File: src/rtl/core/bsmg_pkg.sv
`timescale 1ns / 1ps
// ----------------------------------------------------------------------------
// Bounded set min gap package
// Shared widths, reset values, request and result types, and back state codes.
// ----------------------------------------------------------------------------
package bsmg_pkg;

    localparam int VAL_W = 32;
    localparam int CNT_W = 9;

    localparam logic [CNT_W-1:0] CAP_RESET = 9'd256;
    localparam logic [VAL_W-1:0] GAP_RESET = '1;

    typedef struct packed {
        logic [VAL_W-1:0] value;
        logic             accept;
        logic [CNT_W-1:0] slot;
    } t_req;

    typedef struct packed {
        logic             status;
        logic             spans_valid;
        logic [VAL_W-1:0] shortest_span;
        logic [VAL_W-1:0] longest_span;
        logic [CNT_W-1:0] stored_count;
    } t_result;

    typedef enum logic [4:0] {
        S_IDLE   = 5'b00001,
        S_SCAN   = 5'b00010,
        S_DRAIN  = 5'b00100,
        S_COMMIT = 5'b01000,
        S_DONE   = 5'b10000
    } t_state;

endpackage

File: src/rtl/core/bsmg_front.sv
`timescale 1ns / 1ps
// ----------------------------------------------------------------------------
// Bounded set min gap front end
// Holds the capacity register, admits or rejects each request and assigns
// the store slot of every admitted value.
// ----------------------------------------------------------------------------
module bsmg_front
    import bsmg_pkg::*;
#(
    parameter int MAX_ENTRIES = 256
) (
    input  logic             i_clk,
    input  logic             i_rst_n,
    input  logic             i_cfg_we,
    input  logic [CNT_W-1:0] i_cfg_wdata,
    input  logic             i_push,
    input  logic [VAL_W-1:0] i_value,
    input  logic             i_q_full,
    output logic             o_q_push,
    output t_req             o_req
);

    localparam int LIMIT_MAX = (MAX_ENTRIES < 511) ? MAX_ENTRIES : 511;

    logic [CNT_W-1:0] r_cap;
    logic [CNT_W-1:0] r_adm_cnt;
    logic [CNT_W-1:0] limit;
    logic             admit;

    assign limit    = (r_cap > CNT_W'(LIMIT_MAX)) ? CNT_W'(LIMIT_MAX) : r_cap;
    assign admit    = r_adm_cnt < limit;
    assign o_q_push = i_push && !i_q_full;

    always_comb begin
        o_req.value  = i_value;
        o_req.accept = admit;
        o_req.slot   = r_adm_cnt;
    end

    always_ff @(posedge i_clk) begin
        if (!i_rst_n) begin
            r_cap     <= CAP_RESET;
            r_adm_cnt <= '0;
        end else begin
            if (i_cfg_we) begin
                r_cap <= i_cfg_wdata;
            end
            if (o_q_push && admit) begin
                r_adm_cnt <= r_adm_cnt + CNT_W'(1);
            end
        end
    end

endmodule

File: config.mk
export PLATFORM = sky130hd
export DESIGN_NAME = bsmg_front
export DESIGN_NICKNAME = d
export VERILOG_FILES = /design/src/rtl/core/bsmg_pkg.sv /design/src/rtl/core/bsmg_front.sv
export SDC_FILE = /design/constraint.sdc
export NUM_CORES = 1
export LEC_CHECK = 0
export BUFFER_PORTS_ARGS = -buffer_cell sky130_fd_sc_hd__buf_4
export CAP_MARGIN = 0
export CORE_MARGIN = 5
export CORE_UTILIZATION = 25
export DETAILED_ROUTE_END_ITERATION = 10
export GPL_TIMING_DRIVEN = 1
export PLACE_DENSITY = 0.58
export SYNTH_ARGS = -nofsm -noshare
export SYNTH_HDL_FRONTEND = slang
export SYNTH_SLANG_ARGS = --single-unit
File: constraint.sdc
create_clock -name i_clk -period 2.24 [get_ports i_clk]
set_input_delay 0.336 -clock i_clk [delete_from_list [all_inputs] [get_ports i_clk]]
set_output_delay 0.336 -clock i_clk [all_outputs]
set_load 0.02 [all_outputs]
==> flow_metrics.env <==
export IMPL_mappedNetlistNets=200
export IMPL_synth_seq_cells=18
export IMPL_min_to="r_cap[8]"
export IMPL_min_delay_start="i_cfg_wdata[8]"
export IMPL_synthTopCellsByCount="33 x buf_4, 18 x dfxtp_1, 17 x nand2_1"
export IMPL_root_buffer="clkbuf_8"
export IMPL_syn_area_per_cell_um2=8.66
export IMPL_rows=25
export IMPL_drv_cap=0
export IMPL_start_kind="flip-flop"
export IMPL_r2r_cells=9
export IMPL_finalCritPeriodShare_pct=99.6
export IMPL_async_flop_share_pct=0
export IMPL_final_nets=205
export IMPL_yosysWarnings=0
export IMPL_start_util_pct=26.2
export IMPL_routabilityCongestion=0.704
export IMPL_hpwl_mm=1.91
export IMPL_synth_compound_area_share_pct=9.16
export IMPL_grt_max_degree=24
export IMPL_initialDrtViolationCount=24
export IMPL_hold_path_depth=3
export IMPL_ys_seq_area_share_pct=28.7
export IMPL_synth_cells=145
export IMPL_worst_path_max_fanout=8
export IMPL_hold_viol=0
export IMPL_htree_levels=1
export IMPL_slew_limit_headroom_pct=81.9
export IMPL_cp_slowest_cell="or4_1"
export IMPL_synth_area_leaders="dfxtp_1 29%, buf_4 20%, mux2i_1 9.6%"
export IMPL_tightest_slew_ns=0.271
export IMPL_postCtsHoldBufs=0
export IMPL_die_area_um2=6540
export IMPL_crit_required_ns=2.43
export IMPL_antenna_found_initial=0
export IMPL_timing_reg2reg_setup_slack_ns=0.01
export IMPL_min_period_ns=2.23
export IMPL_synth_mux_area_share_pct=9.56
export IMPL_crit_path_end_kind="flip-flop"
export IMPL_synth_area_um2=1260
export IMPL_worstSetupPathType="reg -> reg"
export IMPL_grt_pass1_wl_mm=4.14
export IMPL_ys_types=33
export IMPL_synth_edf_count=0
export IMPL_synth_xor_area_share_pct=0
export IMPL_grt_pass1_vias=927
export IMPL_port_buffers=24
export IMPL_path_clk_slew_ns=0.07
export IMPL_synth_adder_area_share_pct=8.96
export IMPL_synth_top_family_by_area="buffers and inverters"
export IMPL_antenna_cells=0
export IMPL_ys_flop_type="dfxtp_1"
export IMPL_cts_tree="yes"
export IMPL_rsz0062_at_grt="yes"
export IMPL_leakagePower_nw=0.655
export IMPL_power_density_nw_per_um2=483
export IMPL_drc=0
export IMPL_yosysTopAreaCellShare_pct=28.7
export IMPL_die_w_um=80.9
export IMPL_core_area_um2=4790
export IMPL_r2r_start="r_cap[8]"
export IMPL_cts_sinks=18
export IMPL_setup_ws_ns=0.00991
export IMPL_synth_most_common_cell="buf_4"
export IMPL_finClkSkew_ns=0.00434
export IMPL_critPathTopFamily="simple AND/OR/NAND/NOR gates"
export IMPL_pre_cts_slack_ns=-0.113
export IMPL_setup_tns_ns=0
export IMPL_max_freq_ghz=0.448
export IMPL_dr_pass1_iters=4
export IMPL_die_h_um=80.9
export IMPL_cp_arrival_ns=2.42
export IMPL_insertion_delay_ns=0.25
export IMPL_routed_via_count=936
export IMPL_cts_buffer_depth=2
export IMPL_drive_gt1_share_pct=39.6
export IMPL_wl_per_cell_um=11.8
export IMPL_yosysTopAreaCell="dfxtp_1"
export IMPL_status="completed"
export IMPL_crit_chain="clkinv_4, nand2_4, ha_4, and4_1, nor3b_2, a211o_1, buf_6, or4_1, a21boi_1"
export IMPL_syn_to_final_growth_pct=20.3
export IMPL_overflow=0
export IMPL_critPathMaxStageDelay_ns=0.49
export IMPL_cts_inserted_buffers=3
export IMPL_setup_viol=0
export IMPL_routed_wl_mm=2.54
export IMPL_track_usage_pct=7.83
export IMPL_synth_simple_area_share_pct=20.9
export IMPL_vdd_drop_max_uv=311
export IMPL_viasPerCell=4.33
export IMPL_antenna_left=0
export IMPL_cp_buffers_inverters=2
export IMPL_hold_class="in -> reg"
export IMPL_drv_slew=0
export IMPL_reg2reg_to="r_adm_cnt[7]"
export IMPL_io_pins=89
==> placed cells by master, fill, tap and decap left out, types with 4 or more instances in the layout <==
master,instances
buf_4,37
clkbuf_8,4
dfxtp_1,17
ha_1,6
mux2i_1,12
nand2_1,14
nand4_1,6
nor2b_1,9
==> metrics by stage <==
step | power (mW) | cells | utilization, % | hold WS, ns | instance area [um^2]
after floorplan | 0.490 | 145 | - | 0.462 | 1260
after global placement | 0.445 | 207 | 27.5 | 0.505 | 1320
after detailed placement | 0.446 | 207 | 27.5 | 0.507 | 1320
after CTS | 0.725 | 214 | 29.4 | 0.307 | 1410
after global routing | 0.767 | 216 | 31.6 | 0.324 | 1510
final | 0.730 | 216 | 31.6 | 0.311 | 1510
==> where the power goes <==
group	switching, mW	internal (mW)
logic	0.0532	0.0648
clock network	0.113	0.156
registers	0.0104	0.332
total	0.177	0.553
==> cell type report <==
class                           count  area, um^2
Tap cell                           67        83.8
Inverter                            2        12.5
Multi-Input combinational cell     86         698
Sequential cell                    18         362
Clock buffer                        4        55.1
Timing Repair Buffer               39         300
Fill cell                         507        3270
==> cells by family after synthesis <==
kind of cell | after synthesis
adders and majority gates | 9
and+or+nand+nor | 48
DFF | 18
buffers and inverters | 41
AOI/OAI and AO/OA | 17
muxes | 12
==> routing by layer <==
layer  wire (um)  GRT usage (%)  vias to the layer above  share of wire (%)
met4          13           2.70                        0               0.51
met1        1090           9.33                      442                 43
met5           0              0                        -                  0
met3         142           2.33                        2                5.6
met2        1290           13.3                       16                 51
li1            -              -                      476                  -
==> tightest hold or removal path, cell delays in order <==
cell and delay, ns:
buf_4 0.08, nand2_1 0.04, o211ai_1 0.07
==> sequential cells by signal (all words and copies together), names as in the netlist <==
| name | cells |
|---|---|
| r_cap | 9 |
| r_adm_cnt | 9 |
==> how the worst max path moves through the flow <==
stage,startpoint,end,slack [ns],depth (start not counted)
finish,r_cap[8],r_adm_cnt[7],0.01,9
global route,r_cap[8],r_adm_cnt[7],-0.07,9
CTS,r_cap[8],o_req[9],-0.01,8
detailed placement,r_cap[8],r_adm_cnt[8],-0.11,8
global placement,r_cap[8],r_adm_cnt[8],-0.05,8
floorplan,r_cap[8],r_adm_cnt[7],0.01,9
==> what timing repair did <==
action	4_1_cts	5_1_grt
endpoints found under the setup margin	4	5
cloned	0	0
pin swaps	1	10
gates resized for setup	5	19
setup buffers	3	2
(Power assumes the default switching activity.)
