===== config.mk =====
export PLATFORM = sky130hd
export DESIGN_NAME = bsmg_queue
export DESIGN_NICKNAME = d
export VERILOG_FILES = /design/src/rtl/core/bsmg_pkg.sv /design/src/rtl/core/bsmg_queue.sv
export SDC_FILE = /design/constraint.sdc
export NUM_CORES = 1
export LEC_CHECK = 0
export ABC_AREA = 1
export BUFFER_PORTS_ARGS = -buffer_cell sky130_fd_sc_hd__buf_2
export CORE_MARGIN = 10
export CORE_UTILIZATION = 50
export DETAILED_ROUTE_END_ITERATION = 10
export PLACE_DENSITY = 0.84
export SYNTH_ARGS = -nofsm -noshare
export SYNTH_HDL_FRONTEND = slang
export SYNTH_SLANG_ARGS = --single-unit

===== constraint.sdc =====
create_clock -name i_clk -period 5.7 [get_ports i_clk]
set_clock_uncertainty 0.2 [all_clocks]
set_input_delay 0.285 -clock i_clk [delete_from_list [all_inputs] [get_ports i_clk]]
set_output_delay 0.285 -clock i_clk [all_outputs]
set_load 0.005 [all_outputs]

===== src/rtl/core/bsmg_pkg.sv =====
`timescale 1ns / 1ps
// ----------------------------------------------------------------------------
// Bounded set min gap package
// Shared widths, reset values, request and result types, and back state codes.
// ----------------------------------------------------------------------------
package bsmg_pkg;

    localparam int VAL_W = 32;
    localparam int CNT_W = 9;

    localparam logic [CNT_W-1:0] CAP_RESET = 9'd256;
    localparam logic [VAL_W-1:0] GAP_RESET = '1;

    typedef struct packed {
        logic [VAL_W-1:0] value;
        logic             accept;
        logic [CNT_W-1:0] slot;
    } t_req;

    typedef struct packed {
        logic             status;
        logic             spans_valid;
        logic [VAL_W-1:0] shortest_span;
        logic [VAL_W-1:0] longest_span;
        logic [CNT_W-1:0] stored_count;
    } t_result;

    typedef enum logic [4:0] {
        S_IDLE   = 5'b00001,
        S_SCAN   = 5'b00010,
        S_DRAIN  = 5'b00100,
        S_COMMIT = 5'b01000,
        S_DONE   = 5'b10000
    } t_state;

endpackage


===== src/rtl/core/bsmg_queue.sv =====
`timescale 1ns / 1ps
// ----------------------------------------------------------------------------
// Bounded set min gap request queue
// Two-entry queue that decouples the front end from the back end.
// ----------------------------------------------------------------------------
module bsmg_queue
    import bsmg_pkg::*;
(
    input  logic i_clk,
    input  logic i_rst_n,
    input  logic i_push,
    input  t_req i_data,
    output logic o_full,
    input  logic i_pop,
    output t_req o_data,
    output logic o_empty
);

    t_req       r_ent [2];
    logic       r_wr_ptr;
    logic       r_rd_ptr;
    logic [1:0] r_cnt;
    logic       do_push;
    logic       do_pop;

    assign o_full  = r_cnt == 2'd2;
    assign o_empty = r_cnt == 2'd0;
    assign do_push = i_push && !o_full;
    assign do_pop  = i_pop && !o_empty;
    assign o_data  = r_ent[r_rd_ptr];

    always_ff @(posedge i_clk) begin
        if (do_push) begin
            r_ent[r_wr_ptr] <= i_data;
        end
    end

    always_ff @(posedge i_clk) begin
        if (!i_rst_n) begin
            r_wr_ptr <= 1'b0;
            r_rd_ptr <= 1'b0;
            r_cnt    <= 2'd0;
        end else begin
            if (do_push) begin
                r_wr_ptr <= !r_wr_ptr;
            end
            if (do_pop) begin
                r_rd_ptr <= !r_rd_ptr;
            end
            case ({do_push, do_pop})
                2'b10:   r_cnt <= r_cnt + 2'd1;
                2'b01:   r_cnt <= r_cnt - 2'd1;
                default: r_cnt <= r_cnt;
            endcase
        end
    end

endmodule


==> flow_summary_export.csv, run 1 <==
group,metric,value,unit
status,status,"completed",
sta,setup_ws,3.14,ns
sta,hold_violations,0,
worst_setup_path,cpLargestDelayFamily,"buffers and inverters",
route,postRouteWirelength,6520,um
worst_setup_path,crit_path_max_fanout,28,
worst_setup_path,cp_num_cells,3,
global_routing,track_usage,12.4,%
global_routing,antenna_found_initial,1,
logic_synthesis,synthCells,171,
power,ir_drop,0.281,mV
route,routedWlPerCell,15.8,um
worst_setup_path,startpoint_type,"register",
worst_setup_path,max_stage_delay,0.64,ns
power,switchingPower,0.387,mW
route,num_vias,1904,
worst_setup_path,critPathSlowestCell,"dfxtp_2",
layout,area_delta_synth_final,31.8,%
worst_setup_path,worstPathArrival,2.08,ns
logic_synthesis,avgSynthCellArea,20.4,um^2
logic_synthesis,synth_edf_count,84,
logic_synthesis,netlist_area,0.00349,mm^2
global_routing,overflow,0,
layout,drive_above_1_share,47.9,%
min_path,hp-class,"input port to register",
sta,final-setup-viol-count,0,
worst_setup_path,required,5.22,ns
layout,layout.nets,358,
worst_setup_path,path_cells,"buf_4, mux2_2, buf_2",
sta,fin_tns_setup,0,ns
cts,clkLatencyLatePin,0.34,ns
power,power_frac_comb,22.1,%
placed_design,hpwlAfterDp,4440,um
sta,worst_pin_slew,0.897,ns
floorplanning,die_w,103,um
power,p_seq_share,52.7,%
worst_setup_path,path_class,"register to primary output",
logic_synthesis,synth_nets,218,
power,power_density,344,mW/mm^2
cts,cts-root-buf,"clkbuf_8",
min_path,hold_path_depth,4,
sta,finalCritPeriodShare,44.9,%
cts,htree_num_levels,3,
placed_design,port_buffers,89,
cts,cts_resized,0,
layout,nFillCells,463,
power,power.leakage,1.86,nW
route,viasPerCell,4.62,
power,power_frac_clock,25.2,%
sta,fmax,391,MHz
cts,cts_buffers,9,
floorplanning,rows,30,
logic_synthesis,synth_async_sr_flop_share,0,%
global_routing,grt_pass1_wl,9980,um
logic_synthesis,synthFlopType,"edfxtp_1",
placed_design,gp_congestion,0.664,
power,p_int,1.19,mW
sta,final_max_slew_viol_count,0,
worst_setup_path,rr_worst_depth,5,
logic_synthesis,yosysWarnings,0,
route,drtAntennaViolNets,0,
layout,post-route-util,67.6,%
placed_design,dpl_worst_slack,3.42,ns
logic_synthesis,synth.distinct_cells,16,
logic_synthesis,synthTopCellsByArea,"edfxtp_1 (72%), mux2_4 (17%), dfxtp_1 (2.9%)",
floorplanning,start_util,51.3,%
worst_setup_path,cp_num_buf_inv,2,
cts,cts_tree,"yes",
cts,clk_pin_slew,0.08,ns
cts,cts.sinks,89,
flow_run,drv_cap,0,
route,drt-initial-drc-count,88,
global_routing,grt_pass1_vias,2086,
logic_synthesis,synth_top_area_share,72.4,%
global_routing,grt_max_degree,43,
logic_synthesis,yosysSeqAreaShare,75.2,%
power,p_sw_share,24.5,%
floorplanning,ios,90,
cts,cts_buffer_depth,2,
worst_setup_path,end_kind,"primary output",
logic_synthesis,synth_most_common_cell,"edfxtp_1",
floorplanning,core_area,0.00679,mm^2
sta,fin_crit,2.56,ns
floorplanning,die-area,0.0107,mm^2
sta,max-slew-margin-rel,40.1,%
route,drtPass1Iterations,4,
logic_synthesis,synth_seq_cells,89,
logic_synthesis,synth.cells.most_frequent,"edfxtp_1 (84), mux2_4 (40), nor2_1 (12), inv_1 (8), nand2_1 (8)",
route,drc_errors,0,
floorplanning,die_h,103,um
logic_synthesis,synth_top_area_cell,"edfxtp_1",
sta,whs,0.0905,ns
sta,rsz0062_at_grt,"false",
cts,postCtsSetupBuffers,0,
## power groups by stage
stage	combinational [mW]	sequential, mW	clock, mW
after floorplan	0.244	0.831	0
after detailed placement	0.335	0.848	0
after global routing	0.381	0.840	0.433
final	0.350	0.832	0.399
after global placement	0.323	0.843	0
after CTS	0.358	0.833	0.408
## cells by family after synthesis
logic type | Yosys count | share of synthesized area, %
compound gates | 2 | 0.287
fa+ha+maj | 1 | 0.359
buf+inv | 14 | 3.59
flops | 89 | 75.2
mux | 42 | 17.9
simple gates | 23 | 2.66
## worst paths after layout
| path | from | to | slack [ns] |
|---|---|---|---|
| max | register | o_data[28] | 3.14 |
| min | i_pop | register | 0.09 |
| max reg2reg | r_cnt[0]$_SDFFE_PN0P_ | r_ent[0][9]$_DFFE_PP_ | 3.44 |
| min reg2reg | r_rd_ptr$_SDFFE_PN0P_ | register | 0.33 |
## flip-flops by register name (all words and copies together), names as in the netlist, named ones only
register and cells:
r_cnt 2, r_ent 84, r_rd_ptr 1, r_wr_ptr 1
## final cells by class
type,instances,area [um^2],share of cell area [%]
diodes,1,2.50,0.0545
clock buffers,11,131,2.86
clock inverters,4,45.0,0.981
inverters,9,33.8,0.735
multi-input cells,68,746,16.2
flip-flops and latches,89,2620,57.1
well taps,96,120,2.62
repair buffers,134,891,19.4
## stage by stage
step | cells | total power, mW | instance area [um^2]
3_3_place_gp | 353 | 1.17 | 3980
2_1_floorplan | 171 | 1.08 | 3490
3_5_place_dp | 353 | 1.18 | 3980
4_1_cts | 411 | 1.60 | 4590
5_1_grt | 412 | 1.65 | 4590
6_report | 412 | 1.58 | 4590
## layer usage
layer / part of all wire, % / track usage, % / vias up
met1: 39 / 13.0 / 910
met5: 0 / 0 / -
li1: - / - / 922
met3: 7.7 / 4.72 / 8
met4: 0.80 / 5.45 / 0
met2: 52 / 21.7 / 64
## repair_timing
action | CTS | global route
setup endpoints to repair | 0 | 0
hold buffers | 43 | 0
hold endpoints to repair | 85 | 0
## worst reg2reg max path, cell delays in order, from the launching register on
cell,delay [ns]
dfxtp_1,0.41
nor2_1,0.09
nor2_1,0.17
inv_1,0.12
nor2_4,0.58
buf_4,0.39
## layout by cell type, fill, tap and decap left out, drive strengths merged, types with 3 or more instances in the layout
cell and count:
buf 91, edfxtp 84, dlygate4sd3 43, mux2 42, nor2 13, clkbuf 11
inv 9, nand2 8, dfxtp 5, clkinv 3
Note: power is estimated with default switching activity, not from simulation.
==> run 2, diff against run 1 <==
- ABC_AREA: 1 -> 0
- PLACE_DENSITY: 0.84 -> 0.85
- clock period: 5.7 -> 2.6 ns (I/O delays scaled with it)
==> run 2 against run 1 <==
  * Wire length rose by 0.15%
  * Synthesized cell count is 8.2% lower
  * Flip-flop and latch count stayed put
  * Critical path type unchanged
  * Sequential power increased by 130%
  * Critical path depth unchanged
  * Clock power rose to 2.8 times the previous value
  * Combinational power rose to 2.8 times the previous value
  * Largest power group unchanged
  * Register-to-register slack got worse by 2.7 ns
==> flow_summary_export.csv, run 2 <==
group,metric,value,unit
worst_setup_path,worstPathArrival,1.72,ns
sta,final_max_slew_viol_count,0,
logic_synthesis,synthFlopType,"edfxtp_1",
cts,cts.sinks,89,
logic_synthesis,yosysSeqAreaShare,80.6,%
floorplanning,start_util,51.3,%
min_path,hp-start,"i_pop",
layout,post-route-util,71.1,%
worst_setup_path,startpoint_type,"register",
global_routing,overflow,0,
route,drtPass1Iterations,4,
layout,largest_reg_flops,84,
cts,htree_num_levels,3,
route,viasPerCell,4.81,
min_path,hp-class,"input port to register",
logic_synthesis,synth_top_area_share,77.5,%
worst_setup_path,timing.rr.end,"r_ent[0][9]$_DFFE_PP_",
status,status,"completed",
cts,cts_tree,"yes",
sta,hold_violations,0,
worst_setup_path,rr_worst_depth,5,
floorplanning,core_area,0.00635,mm^2
power,power_density,889,mW/mm^2
logic_synthesis,synth_seq_cells,89,
worst_setup_path,rrSetupSlack,0.71,ns
layout,final_cell_mix,"buf_2 (89), edfxtp_1 (84), dlygate4sd3_1 (44)",
sta,setup_ws,0.549,ns
logic_synthesis,synthTopCellsByArea,"edfxtp_1 (77%), mux2_2 (15%), dfxtp_1 (3.1%)",
route,num_vias,1838,
power,finalPower,4.01,mW
logic_synthesis,synth_async_sr_flop_share,0,%
logic_synthesis,synth_nets,204,
floorplanning,die_h,101,um
global_routing,track_usage,13.3,%
cts,cts_buffer_depth,2,
sta,final-setup-viol-count,0,
cts,clkLatencyLatePin,0.34,ns
power,power.leakage,1.72,nW
sta,finalCritPeriodShare,78.9,%
layout,drive_above_1_share,51.1,%
route,postRouteWirelength,6530,um
worst_setup_path,crit_path_max_fanout,24,
layout,layout.nets,347,
logic_synthesis,synth_top_area_cell,"edfxtp_1",
cts,cts-root-buf,"clkbuf_8",
cts,clk_pin_slew,0.08,ns
worst_setup_path,critPathSlowestCell,"dfxtp_2",
floorplanning,rows,29,
power,ir_drop,0.499,mV
global_routing,grt_pass1_wl,10300,um
layout,largest-register,"r_ent",
floorplanning,die_w,101,um
worst_setup_path,required,2.27,ns
worst_setup_path,path_cells,"buf_12, mux2_2, buf_2",
logic_synthesis,synth.cells.most_frequent,"edfxtp_1 (84), mux2_2 (42), dfxtp_1 (5), buf_2 (4), xnor2_1 (3)",
layout,area_delta_synth_final,38.7,%
sta,fin_crit,2.05,ns
logic_synthesis,synth.distinct_cells,19,
worst_setup_path,end_kind,"primary output",
worst_setup_path,path_class,"register to primary output",
worst_setup_path,cp_num_cells,3,
layout,largestRegisters,"r_ent x84, r_cnt x2",
cts,cts_buffers,9,
logic_synthesis,synth_edf_count,84,
floorplanning,ios,90,
logic_synthesis,avgSynthCellArea,20.7,um^2
logic_synthesis,yosysWarnings,0,
route,routedWlPerCell,17.1,um
global_routing,antenna_found_initial,0,
route,drtAntennaViolNets,0,
route,drc_errors,0,
route,drt-initial-drc-count,55,
placed_design,gp_congestion,0.718,
worst_setup_path,worstReg2RegStart,"r_cnt[0]$_SDFFE_PN0P_",
global_routing,grt_max_degree,25,
floorplanning,die-area,0.0101,mm^2
logic_synthesis,netlist_area,0.00326,mm^2
worst_setup_path,max_stage_delay,0.63,ns
logic_synthesis,synthCells,157,
sta,rsz0062_at_grt,"false",
global_routing,met2_usage,22.7,%
sta,whs,0.0404,ns
sta,fin_tns_setup,0,ns
global_routing,grt_pass1_vias,2052,
placed_design,port_buffers,89,
layout,layout_commonest_cell,"buf_2",
global_routing,top_usage_layer,"met2",
placed_design,dpl_worst_slack,0.699,ns
sta,fmax,488,MHz
placed_design,hpwlAfterDp,4320,um
worst_setup_path,cp_num_buf_inv,2,
sta,worst_pin_slew,0.477,ns
global_routing,gr-usage-met3,6.72,%
logic_synthesis,synth_most_common_cell,"edfxtp_1",
sta,max-slew-margin-rel,68.2,%
layout,antennaDiodeCount,0,
global_routing,grtUsageMet1,14.0,%
min_path,hold_path_depth,4,
worst_setup_path,cpLargestDelayFamily,"flip-flops",
flow_run,drv_cap,0,
[run 2: cell types whose count changed after synthesis, sizes merged, moves of 2 or more]
cell and delta:
nand2 -7, xnor2 +3, nor2b +2, inv -6, or3 +2, a21boi +2, nor2 -12
[run 2: cells by family (layout without fill, tap and decap cells)]
logic type | count (synthesis) | after routing | synth area share [%]
flip-flops | 89 | 89 | 80.6
multiplexers | 42 | 42 | 14.5
AND/OR/NAND/NOR | 9 | 9 | 1.65
buffers and inverters | 8 | 156 | 1.08
AO/OA/AOI/OAI | 5 | 5 | 0.999
XOR/XNOR | 3 | 3 | 0.807
adder cells (fa/ha/maj) | 1 | 1 | 0.384
[run 2: power by group]
part	switching [mW]	leakage (nW)	total, mW	internal, mW
clock network	0.464	0.115	1.10	0.638
logic	0.435	0.776	0.997	0.562
registers	0.106	0.827	1.92	1.81
total	1.00	1.72	4.01	3.01
[run 2: worst max-delay path by stage]
stage	endpoint	slack, ns
floorplan	r_ent[0][0]$_DFFE_PP_	0.26
global placement	r_ent[0][30]$_DFFE_PP_	0.76
detailed placement	r_ent[0][30]$_DFFE_PP_	0.70
CTS	o_data[33]	0.51
global route	o_data[33]	0.44
finish	o_data[33]	0.55
[run 2: repair_timing]
item | CTS | global route
hold buffers | 44 | 0
setup buffers | 0 | 0
resized for setup | 0 | 0
hold endpoints to repair | 89 | 0
[run 2: worst register-to-register path, stage by stage, from the launching register on]
cell and delay [ns]:
dfxtp_1 0.42, nand2b_2 0.18, inv_2 0.04, or3_1 0.34
inv_2 0.07, buf_4 0.31
[run 2: final cells by class]
cell class	count	area (um^2)
fillers	406	1840
multi-input cells	60	599
clock buffers	9	124
well taps	77	96.3
flip-flops and latches	89	2620
clock inverters	7	119
inverters	3	11.3
repair buffers	137	941
[run 2: metal layers]
layer,vias up,routed length (um),part of all wire (%)
li1,895,-,-
met3,4,584,8.9
met4,0,44,0.67
met5,-,0,0
met2,63,3440,53
met1,876,2460,38
[run 2: through the flow]
stage / area [um^2] / instances
finish: 4510 / 382
global route: 4510 / 382
global placement: 3830 / 322
CTS: 4510 / 382
detailed placement: 3830 / 322
floorplan: 3260 / 157
==> run 3, diff against run 2 <==
- CORE_UTILIZATION: 50 -> 46
- PLACE_DENSITY: 0.85 -> 0.82
- clock period: 2.6 -> 1.67 ns (I/O delays scaled with it)
==> run 3 against run 2 <==
  * The flow now finishes with violations (negative setup slack)
  * Via count grew 5.2%
  * Global-route usage decreased by 0.71 points
  * Die area grew 6.9%
  * Flip-flop and latch count unchanged
  * Design area is 5.3% higher
  * Largest power group unchanged
  * Critical path type unchanged
==> flow_summary_export.csv, run 3 (synthesis gave the netlist of run 2 again) <==
group,metric,value,unit
layout,area_delta_synth_final,46.1,%
status,status,"complete, but fails checks",
worst_setup_path,crit_path_max_fanout,21,
route,drtAntennaViolNets,0,
floorplanning,die_h,104,um
sta,final-setup-viol-count,30,
power,ir_drop,1.02,mV
global_routing,top_usage_layer,"met2",
worst_setup_path,required,1.39,ns
route,drc_errors,0,
layout,layout.nets,355,
placed_design,port_buffers,89,
global_routing,track_usage,12.6,%
cts,cts_buffer_depth,2,
flow_run,drv_cap,0,
layout,nFillCells,482,
cts,clkLatencyLatePin,0.34,ns
layout,largestRegisters,"r_ent x84, r_cnt x2",
layout,layout_commonest_cell,"edfxtp_1",
route,drtPass1Iterations,4,
sta,final_max_slew_viol_count,0,
power,power.leakage,1.82,nW
layout,drive_above_1_share,52.7,%
sta,worst_pin_slew,0.245,ns
placed_design,hpwlAfterDp,4350,um
layout,final_area,0.00476,mm^2
route,postRouteWirelength,6960,um
layout,multi_input_area,657,um^2
cts,cts.sinks,89,
power,power_density,1380,mW/mm^2
worst_setup_path,worstPathArrival,1.41,ns
route,drt-initial-drc-count,75,
route,viasPerCell,4.73,
sta,hold_violations,0,
min_path,hp-class,"input port to register",
cts,cts_buffers,9,
layout,final_cell_mix,"edfxtp_1 (84), buf_2 (78), dlygate4sd3_1 (44)",
worst_setup_path,rrSetupSlack,0.01,ns
route,num_vias,1934,
cts,clk_pin_slew,0.08,ns
status,violations,"negative setup slack",
global_routing,grt_pass1_wl,10700,um
cts,cts_tree,"yes",
global_routing,grt_max_degree,29,
placed_design,placed_cell_area,0.00393,mm^2
global_routing,met2_usage,22.8,%
floorplanning,ios,90,
floorplanning,start_util,47.7,%
sta,fin_crit,1.69,ns
route,routedWlPerCell,17.0,um
layout,post-route-util,69.6,%
worst_setup_path,end_kind,"primary output",
worst_setup_path,startpoint_type,"register",
placed_design,gp_congestion,0.678,
global_routing,grt_pass1_vias,2148,
layout,largest-register,"r_ent",
layout,register_area,0.00263,mm^2
sta,finalCritPeriodShare,101,%
floorplanning,die_w,104,um
sta,fmax,591,MHz
sta,max-slew-margin-rel,83.5,%
global_routing,antenna_found_initial,0,
floorplanning,die-area,0.0108,mm^2
worst_setup_path,path_class,"register to primary output",
cts,htree_num_levels,3,
sta,rsz0062_at_grt,"true",
floorplanning,rows,30,
sta,fin_tns_setup,-0.384,ns
cts,cts-root-buf,"clkbuf_8",
global_routing,grtUsageMet1,12.8,%
global_routing,overflow,0,
floorplanning,core_area,0.00683,mm^2
global_routing,gr-usage-met3,4.40,%
sta,setup_ws,-0.0217,ns
layout,antennaDiodeCount,0,
power,finalPower,6.56,mW
layout,largest_reg_flops,84,
==> run 3: changes by cell type in the layout (fill, tap and decap cells not counted), moves of 4 or more <==
cell    previous run  this run
buf_4              2         6
buf_2             89        78
mux2_2            42        30
mux2_4             0        12
buf_6              0        12
==> run 3: final timing paths <==
kind,end,depth (start not counted),start
worst min register to register,r_wr_ptr$_SDFFE_PN0P_,2,r_wr_ptr$_SDFFE_PN0P_
worst max register to register,r_ent[0][23]$_DFFE_PP_,5,r_cnt[0]$_SDFFE_PN0P_
worst min-delay path,register,5,i_pop
worst max-delay path,o_data[26],3,register
==> run 3: final cells by class <==
class	count	area share [%]
Clock buffer	11	2.76
Clock inverter	5	1.68
Sequential cell	89	55.3
Tap cell	96	2.53
Inverter	3	0.368
Multi-Input combinational cell	60	13.8
Timing Repair Buffer	145	23.5
==> run 3: critical path, stage by stage (launching register included) <==
cell and delay, ns:
dfxtp_4 0.39, buf_12 0.19, mux2_2 0.36, buf_2 0.13
==> run 3: per-stage QoR <==
stage | std cells | hold slack, ns | setup WS [ns]
floorplan | 157 | -0.0176 | -0.225
global placement | 346 | 0.0723 | 0.0360
detailed placement | 346 | 0.0746 | 0.00684
CTS | 407 | 0.0243 | -0.0476
global route | 409 | 0.108 | -0.0890
finish | 409 | 0.105 | -0.0217
==> run 3: repair_timing <==
action                                  in CTS  in global routing
setup buffers                                0                  2
gates cloned                                 1                  0
hold endpoints to repair                    89                  0
hold buffers                                44                  0
pin swaps                                    0                  2
gates resized for setup                     14                 16
endpoints found under the setup margin      43                 82
==> run 3: power by group <==
part	leakage (nW)	internal [mW]	switching (mW)	total, mW
sequential	0.829	2.83	0.116	2.95
combinational	0.894	1.22	0.847	2.06
clock	0.101	0.842	0.704	1.55
==> run 3: metal layers <==
metal / vias up / part of all wire [%]
li1: 913 / -
met1: 959 / 38
met2: 54 / 56
met3: 8 / 5.3
met4: 0 / 0.98
met5: - / 0
